$ cat src/rtl/core/psched_pkg.sv
// Shared types and sizes for the priority schedule timing block.
// No dependencies; every rtl/core module imports this package.
package psched_pkg;

    localparam int MAX_JOBS = 16;
    localparam int CNT_W    = $clog2(MAX_JOBS + 1);
    localparam int NUM_W    = 5;
    localparam int PRIO_W   = 8;
    localparam int BURST_W  = 16;
    localparam int TIME_W   = 20;
    localparam int TOT_W    = 24;
    localparam int MEAN_W   = 28;
    localparam int DIVD_W   = TOT_W + 8;
    localparam int STEP_W   = $clog2(DIVD_W + 1);

    typedef struct packed {
        logic [BURST_W-1:0] burst_time;
        logic [PRIO_W-1:0]  prio_level;
        logic               last;
    } t_in_beat;

    typedef struct packed {
        logic [NUM_W-1:0]   proc_number;
        logic [PRIO_W-1:0]  rank_priority;
        logic [BURST_W-1:0] run_time;
        logic [TIME_W-1:0]  wait_time;
        logic [TIME_W-1:0]  turnaround_time;
        logic [MEAN_W-1:0]  mean_wait;
        logic [MEAN_W-1:0]  mean_turnaround;
        logic               end_of_run;
        logic               overflow;
    } t_out_beat;

    typedef struct packed {
        logic [NUM_W-1:0]   number;
        logic [PRIO_W-1:0]  prio;
        logic [BURST_W-1:0] burst;
    } t_job;

    typedef struct packed {
        logic ins;
        logic shift;
    } t_cell_ctl;

endpackage

$ cat src/rtl/core/psched_cell.sv
// One slot of the sorted job chain.
// Depends on psched_pkg.
module psched_cell
    import psched_pkg::*;
(
    input  logic      i_clk,
    input  logic      i_rst_n,
    input  t_cell_ctl i_ctl,
    input  t_job      i_new,
    input  logic      i_prev_valid,
    input  logic      i_prev_le,
    input  t_job      i_prev,
    input  logic      i_next_valid,
    input  t_job      i_next,
    output logic      o_valid,
    output logic      o_le,
    output t_job      o_job
);

    logic r_valid, n_valid;
    t_job r_job, n_job;

    // Entry sorts at or ahead of the new job: it stays put.
    assign o_le = r_valid && (r_job.prio <= i_new.prio);

    always_comb begin
        n_valid = r_valid;
        n_job   = r_job;
        if (i_ctl.ins && !o_le) begin
            if (i_prev_le) begin
                n_valid = 1'b1;
                n_job   = i_new;
            end else begin
                n_valid = i_prev_valid;
                n_job   = i_prev;
            end
        end else if (i_ctl.shift) begin
            n_valid = i_next_valid;
            n_job   = i_next;
        end
    end

    always_ff @(posedge i_clk) begin
        if (!i_rst_n) begin
            r_valid <= 1'b0;
        end else begin
            r_valid <= n_valid;
        end
        r_job <= n_job;
    end

    assign o_valid = r_valid;
    assign o_job   = r_job;

endmodule

$ cat src/rtl/core/psched_div.sv
// Bit-serial restoring divider for the two batch averages, one bit per cycle.
// Depends on psched_pkg.
module psched_div
    import psched_pkg::*;
(
    input  logic              i_clk,
    input  logic              i_rst_n,
    input  logic              i_start,
    input  logic [TOT_W-1:0]  i_tot_a,
    input  logic [TOT_W-1:0]  i_tot_b,
    input  logic [CNT_W-1:0]  i_count,
    output logic              o_done,
    output logic [MEAN_W-1:0] o_mean_a,
    output logic [MEAN_W-1:0] o_mean_b
);

    logic [DIVD_W-1:0] r_qa, r_qb;
    logic [CNT_W:0]    r_ra, r_rb;
    logic [CNT_W-1:0]  r_d;
    logic [STEP_W-1:0] r_step;
    logic              r_busy;
    logic [CNT_W:0]    n_ta, n_tb;

    assign n_ta = {r_ra[CNT_W-1:0], r_qa[DIVD_W-1]};
    assign n_tb = {r_rb[CNT_W-1:0], r_qb[DIVD_W-1]};

    always_ff @(posedge i_clk) begin
        if (!i_rst_n) begin
            r_busy <= 1'b0;
            r_step <= '0;
        end else if (i_start) begin
            r_busy <= 1'b1;
            r_step <= STEP_W'(DIVD_W);
        end else if (r_busy) begin
            r_step <= r_step - 1'b1;
            if (r_step == STEP_W'(1)) begin
                r_busy <= 1'b0;
            end
        end
        if (i_start) begin
            r_qa <= {i_tot_a, 8'd0};
            r_qb <= {i_tot_b, 8'd0};
            r_ra <= '0;
            r_rb <= '0;
            r_d  <= i_count;
        end else if (r_busy) begin
            // shift in one dividend bit, subtract when it fits
            if (n_ta >= {1'b0, r_d}) begin
                r_ra <= n_ta - {1'b0, r_d};
                r_qa <= {r_qa[DIVD_W-2:0], 1'b1};
            end else begin
                r_ra <= n_ta;
                r_qa <= {r_qa[DIVD_W-2:0], 1'b0};
            end
            if (n_tb >= {1'b0, r_d}) begin
                r_rb <= n_tb - {1'b0, r_d};
                r_qb <= {r_qb[DIVD_W-2:0], 1'b1};
            end else begin
                r_rb <= n_tb;
                r_qb <= {r_qb[DIVD_W-2:0], 1'b0};
            end
        end
    end

    assign o_done   = !r_busy;
    assign o_mean_a = r_qa[MEAN_W-1:0];
    assign o_mean_b = r_qb[MEAN_W-1:0];

endmodule

$ cat src/rtl/core/priority_schedule_timing.sv
// Non-preemptive priority scheduler timing block: top level.
// Depends on psched_pkg, psched_cell and psched_div.
//
// Jobs arrive one beat per cycle on the input channel while it is ready and
// drop straight into a chain of MAX_JOBS cells that keeps them sorted by
// priority (lower value first, ties in arrival order). A beat with last set
// closes the batch: the input then stalls while the chain shifts its head out,
// one result beat per cycle as the output takes them. Before the final result
// of a batch the two averages are formed by a bit-serial divider, once per
// batch. Jobs beyond MAX_JOBS are dropped and flag overflow on every result of
// that batch.
module priority_schedule_timing
    import psched_pkg::*;
(
    input  logic      i_clk,
    input  logic      i_rst_n,
    input  logic      i_valid,
    output logic      o_ready,
    input  t_in_beat  i_data,
    output logic      o_valid,
    input  logic      i_ready,
    output t_out_beat o_data
);

    typedef enum logic [3:0] {
        S_LOAD = 4'b0001,
        S_EMIT = 4'b0010,
        S_DIV  = 4'b0100,
        S_FIN  = 4'b1000
    } t_state;

    t_state r_state;

    logic [CNT_W-1:0]  r_count;
    logic [CNT_W-1:0]  r_left;
    logic [NUM_W-1:0]  r_arr;
    logic              r_drop;
    logic [TIME_W-1:0] r_elapsed;
    logic [TOT_W-1:0]  r_wtot, r_ttot;
    logic [TOT_W-1:0]  n_wtot, n_ttot;
    logic              r_out_valid;
    t_out_beat         r_out;
    t_out_beat         r_hold;

    logic      in_take, out_free, emit, div_start, div_done;
    logic      store;
    t_job      new_job;
    t_cell_ctl ctl;
    logic [TIME_W-1:0] tat;
    logic [MEAN_W-1:0] mean_w, mean_t;

    logic [MAX_JOBS-1:0] c_valid, c_le;
    t_job                c_job [MAX_JOBS];

    assign o_ready  = (r_state == S_LOAD);
    assign in_take  = i_valid && o_ready;
    assign out_free = !r_out_valid || i_ready;
    assign emit     = (r_state == S_EMIT) && out_free;
    assign store    = in_take && (r_count < CNT_W'(MAX_JOBS));

    assign new_job.number = r_arr + 1'b1;
    assign new_job.prio   = i_data.prio_level;
    assign new_job.burst  = i_data.burst_time;

    assign ctl.ins   = store;
    assign ctl.shift = emit;

    // Sorted chain: cell 0 is the head of the schedule.
    for (genvar g = 0; g < MAX_JOBS; g++) begin : g_cell
        psched_cell u_cell (
            .i_clk        (i_clk),
            .i_rst_n      (i_rst_n),
            .i_ctl        (ctl),
            .i_new        (new_job),
            .i_prev_valid (g == 0 ? 1'b1 : c_valid[(g == 0) ? 0 : g - 1]),
            .i_prev_le    (g == 0 ? 1'b1 : c_le[(g == 0) ? 0 : g - 1]),
            .i_prev       (c_job[(g == 0) ? 0 : g - 1]),
            .i_next_valid (g == MAX_JOBS - 1 ? 1'b0
                           : c_valid[(g == MAX_JOBS - 1) ? g : g + 1]),
            .i_next       (c_job[(g == MAX_JOBS - 1) ? g : g + 1]),
            .o_valid      (c_valid[g]),
            .o_le         (c_le[g]),
            .o_job        (c_job[g])
        );
    end

    // Head job timing.
    assign tat    = r_elapsed + TIME_W'(c_job[0].burst);
    assign n_wtot = r_wtot + TOT_W'(r_elapsed);
    assign n_ttot = r_ttot + TOT_W'(tat);
    assign div_start = emit && (r_left == CNT_W'(1));

    psched_div u_div (
        .i_clk    (i_clk),
        .i_rst_n  (i_rst_n),
        .i_start  (div_start),
        .i_tot_a  (n_wtot),
        .i_tot_b  (n_ttot),
        .i_count  (r_count),
        .o_done   (div_done),
        .o_mean_a (mean_w),
        .o_mean_b (mean_t)
    );

    always_ff @(posedge i_clk) begin
        if (!i_rst_n) begin
            r_state     <= S_LOAD;
            r_count     <= '0;
            r_left      <= '0;
            r_arr       <= '0;
            r_drop      <= 1'b0;
            r_elapsed   <= '0;
            r_wtot      <= '0;
            r_ttot      <= '0;
            r_out_valid <= 1'b0;
        end else begin
            // raise valid on a fresh result beat, drop it once taken
            if ((emit && !div_start) || ((r_state == S_FIN) && out_free)) begin
                r_out_valid <= 1'b1;
            end else if (r_out_valid && i_ready) begin
                r_out_valid <= 1'b0;
            end
            case (r_state)
                S_LOAD: begin
                    if (in_take) begin
                        // count jobs; a full chain drops the beat and flags it
                        if (store) begin
                            r_count <= r_count + 1'b1;
                            r_arr   <= r_arr + 1'b1;
                        end else begin
                            r_drop <= 1'b1;
                        end
                        if (i_data.last) begin
                            r_left  <= store ? r_count + 1'b1 : r_count;
                            r_state <= S_EMIT;
                        end
                    end
                end
                S_EMIT: begin
                    if (emit) begin
                        r_elapsed <= tat;
                        r_wtot    <= n_wtot;
                        r_ttot    <= n_ttot;
                        r_left    <= r_left - 1'b1;
                        if (div_start) begin
                            // hold the final beat until the averages are in
                            r_state <= S_DIV;
                        end
                    end
                end
                S_DIV: begin
                    if (div_done) begin
                        r_state <= S_FIN;
                    end
                end
                S_FIN: begin
                    if (out_free) begin
                        r_count     <= '0;
                        r_arr       <= '0;
                        r_drop      <= 1'b0;
                        r_elapsed   <= '0;
                        r_wtot      <= '0;
                        r_ttot      <= '0;
                        r_state     <= S_LOAD;
                    end
                end
                default: begin
                    r_state <= S_LOAD;
                end
            endcase
        end
    end

    // Output payload.
    always_ff @(posedge i_clk) begin
        if (emit) begin
            r_hold.proc_number     <= c_job[0].number;
            r_hold.rank_priority   <= c_job[0].prio;
            r_hold.run_time        <= c_job[0].burst;
            r_hold.wait_time       <= r_elapsed;
            r_hold.turnaround_time <= tat;
            r_hold.mean_wait       <= '0;
            r_hold.mean_turnaround <= '0;
            r_hold.end_of_run      <= 1'b0;
            r_hold.overflow        <= r_drop;
            r_out.proc_number      <= c_job[0].number;
            r_out.rank_priority    <= c_job[0].prio;
            r_out.run_time         <= c_job[0].burst;
            r_out.wait_time        <= r_elapsed;
            r_out.turnaround_time  <= tat;
            r_out.mean_wait        <= '0;
            r_out.mean_turnaround  <= '0;
            r_out.end_of_run       <= 1'b0;
            r_out.overflow         <= r_drop;
        end else if ((r_state == S_FIN) && out_free) begin
            r_out <= '{proc_number:     r_hold.proc_number,
                       rank_priority:   r_hold.rank_priority,
                       run_time:        r_hold.run_time,
                       wait_time:       r_hold.wait_time,
                       turnaround_time: r_hold.turnaround_time,
                       mean_wait:       mean_w,
                       mean_turnaround: mean_t,
                       end_of_run:      1'b1,
                       overflow:        r_hold.overflow};
        end
    end

    assign o_valid = r_out_valid;
    assign o_data  = r_out;

endmodule

$ cat config.mk
export PLATFORM = sky130hd
export DESIGN_NAME = priority_schedule_timing
export DESIGN_NICKNAME = d
export VERILOG_FILES = /design/src/rtl/core/psched_pkg.sv /design/src/rtl/core/psched_cell.sv /design/src/rtl/core/psched_div.sv /design/src/rtl/core/priority_schedule_timing.sv
export SDC_FILE = /design/constraint.sdc
export NUM_CORES = 2
export LEC_CHECK = 0
export ABC_CLOCK_PERIOD_IN_PS = 7420
export BUFFER_PORTS_ARGS = -buffer_cell sky130_fd_sc_hd__buf_2
export CAP_MARGIN = 20
export CORE_MARGIN = 2
export CORE_UTILIZATION = 63
export DETAILED_ROUTE_END_ITERATION = 12
export PLACE_DENSITY = 0.84
export SYNTH_ARGS = -nofsm -noshare
export SYNTH_HDL_FRONTEND = slang
export SYNTH_HIERARCHICAL = 1
export SYNTH_SLANG_ARGS = --single-unit
$ cat constraint.sdc
create_clock -name i_clk -period 7.42 [get_ports i_clk]
set_input_delay 0 -clock i_clk [delete_from_list [all_inputs] [get_ports i_clk]]
set_output_delay 0 -clock i_clk [all_outputs]
set_load 0.01 [all_outputs]
==> summary.md <==
| Metric | Value |
|---|---|
| CTS tree | `built` |
| Later-pin clock latency in the skew report | `~0.64 ns` |
| Placed cell count | `4820` |
| Power per cell area | `259 mW/mm²` |
| Core area | `0.0773 mm²` |
| ANT nets after route | `0` |
| Startpoint types | `flop` |
| Total CTS buffers | `87` |
| Crit Path Category | `flop to flop` |
| WL met2 | `between 50 and 60 mm` |
| GRT Resource Usage Total | `0.257` |
| LEAKAGE | `21.0 nW` |
| CP required | `7.81 ns` |
| Worst-path cell chain | `ha_1, a21o_1, a21oi_1, nor2b_1, a21oi_1, a31o_2, mux2i_1, inv_1, ha_1, nand2_1, nor2_1, or4b_4, a211o_1, a21boi_0, xor2_1, a22o_1` |
| Die Width | `283 µm` |
| Reg2reg path depth | `16` |
| First-pass detailed-route iteration total | `5` |
| Placed Instance Area | `0.0500 mm²` |
| Post-CTS resize count | `0` |
| Synth Instances | `3828` |
| Clock slew at reported path FFs | `0.06 ns` |
| Initial antenna violation count | `2` |
| Total clock sinks | `852` |
| Synth Area per Inst | `12.8 µm²` |
| Hold Path Depth | `3` |
| WP buf/inv | `1` |
| Arr. time, crit path | `5.17 ns` |
| Vias in the first global route | `30800` |
| CP Max Fanout | `6` |
| Min Tclk post-route | `4.77 ns` |
| Die H | `283 µm` |
| Max Freq | `209 MHz` |
| Proportion of layout cells with a drive suffix above 1 | `0.328` |
| DRT iter0 DRCs | `1993` |
| Min-delay src | `i_data[17]` |
| # DRC | `0` |
| R2R Setup Slk | `around 2.6 ns` |
| Via count | `30100` |
| Root Driver | `clkbuf_16` |
| Length of routed met3 wiring | `about 3.4 mm` |
| Top Layer Used | `met4` |
| Post-Layout Inst Area | `0.0528 mm²` |
| R2R Path End | `u_div/r_qb[28]` |
| Worst reg2reg startpoint | `g_cell[0].u_cell/o_job[1]` |
| Hold endpoint | `g_cell[7].u_cell/o_job[8]` |
| Result of the run | `complete, no violations` |
| Wire per inst | `21.1 µm` |
| NumNets Final | `4112` |
| Port buffer count | `roughly 160` |
| Critical-path top delay cell | `edfxtp_1` |
| Die area | `0.0802 mm²` |
| GRT overflow | `0` |
| Top delay family on crit path | `compound AO/OA/AOI/OAI gates` |
| Drt total wl | `105 mm` |
| M1 WL | `44.4 mm` |
| H-tree depth | `3` |
| Area delta synth->final | `7.52%` |
| Power consumption | `0.0137 W` |
| Clock Tree Buf Depth | `3` |
| Standard-cell rows | `102` |
| Initial core utilization | `0.635` |
| Unrepaired setup endpoints after global routing | `no` |
| Final hold vios | `0` |
| Worst-Margin Slew | `1.15 ns` |
| Setup violations, final | `0` |
| Non-filler cells in the finished layout | `between 4000 and 5000` |
| Vias per cell | `~6.0` |
| Yosys warns | `6` |
| Largest net degree at the start of global routing | `between 100 and 150` |
| Worst min-delay path class | `input port to flop` |
| Routability cong. | `0.897` |
| Global-route wire length before repair | `168 mm` |
| Worst path max stage delay | `roughly 0.51 ns` |
| HPWL Detailed | `74.8 mm` |
| Crit path capture type | `flop` |
| Worst IR Drop VDD | `0.254 mV` |
| Synthesized cell area | `0.0491 mm²` |
| I/O pin count | `158` |
| Max_cap viols | `0` |
| Count of pins over their slew limit | `0` |
| Fin crit share | `0.643` |
| Hold WS | `0.0906 ns` |
| Skew final | `0.0197 ns` |
| Setup tns final | `0 ns` |
| Max-slew headroom | `0.227` |
final cells by class:
cell class / count / area, µm²
antenna: 1 / 2.50
clock buffer: 111 / 2380
inverter: 189 / 723
fill: 5365 / 24500
sequential: 852 / 23600
timing repair buffer: 195 / 1100
multi-input combinational: 2551 / 23300
clock inverter: 50 / 362
tap: 1040 / 1300
worst max path at each step:
stage	start	end	slack (ns)	cells past startpoint
global placement	g_cell[0].u_cell/o_job[1]	u_div/r_qb[28]	2.81	16
detailed placement	g_cell[0].u_cell/o_job[1]	u_div/r_qb[30]	2.72	16
CTS	g_cell[0].u_cell/o_job[1]	u_div/r_qb[28]	2.68	16
floorplan	r_state[2]	g_cell[0].u_cell/o_job[0]	1.71	8
finish	g_cell[0].u_cell/o_job[1]	u_div/r_qb[28]	2.65	16
global route	g_cell[0].u_cell/o_job[1]	u_div/r_qb[31]	2.26	16
cell usage in the layout, fill, tap and decap left out, drive strengths merged, types with 7 or more instances in the layout:
cell type	count
mux2	929
edfxtp	657
nand2	298
a21oi	203
ha	202
dfxtp	195
buf	190
inv	189
nor2	133
a22o	132
clkbuf	111
o21ai	100
clkinv	46
nor2b	43
nand4	42
xnor2	40
xor2	36
or2	36
nand3	32
o211a	32
o211ai	28
a21o	25
o21a	23
mux2i	21
a21boi	20
a22oi	19
a211oi	18
nor3	14
o21bai	11
a31oi	11
and3	11
and2	10
o31ai	7
or3	7
where the power goes:
group	internal, W	leakage, nW	switching, W
sequential	0.00592	7.73	0.000374
combinational	0.00177	11.9	0.00137
clock	0.00241	1.35	0.00187
total	0.0101	21.0	0.00361
per-stage QoR:
stage,setup slack [ns],utilization
final,2.65,0.683
after global routing,2.26,0.683
after CTS,2.68,0.683
after detailed placement,2.72,0.647
after global placement,2.81,0.647
after floorplan,1.71,-
layer usage:
| layer | GRT usage | vias to the layer above |
|---|---|---|
| met5 | 0 | - |
| met4 | 0.0921 | 0 |
| met3 | 0.0253 | 203 |
| met2 | 0.466 | 673 |
| met1 | 0.318 | 14900 |
| li1 | - | 14300 |
worst reg2reg max path, stage by stage (launching register included):
cell and delay [ns]:
edfxtp_1 0.51, ha_1 0.32, a21o_1 0.18, a21oi_1 0.22, nor2b_1 0.10, a21oi_1 0.48
a31o_2 0.26, mux2i_1 0.27, inv_1 0.10, ha_1 0.40, nand2_1 0.07, nor2_1 0.12
or4b_4 0.51, a211o_1 0.29, a21boi_0 0.32, xor2_1 0.14, a22o_1 0.25
state kept, by name, indices dropped and copies added (netlist names), 6 cells and up:
name	count
u_div/r_step	6
r_wtot	24
r_hold	70
o_data	127
u_div/r_qa	32
r_elapsed	20
g_cell.u_cell/o_job	464
g_cell.u_cell/o_valid	16
r_ttot	24
u_div/r_qb	32
timing repair:
item                      in CTS  in global routing
hold endpoints to repair      23                  0
hold buffers                   5                  0
buffers inserted               0                  0
(Power assumes the default switching activity.)
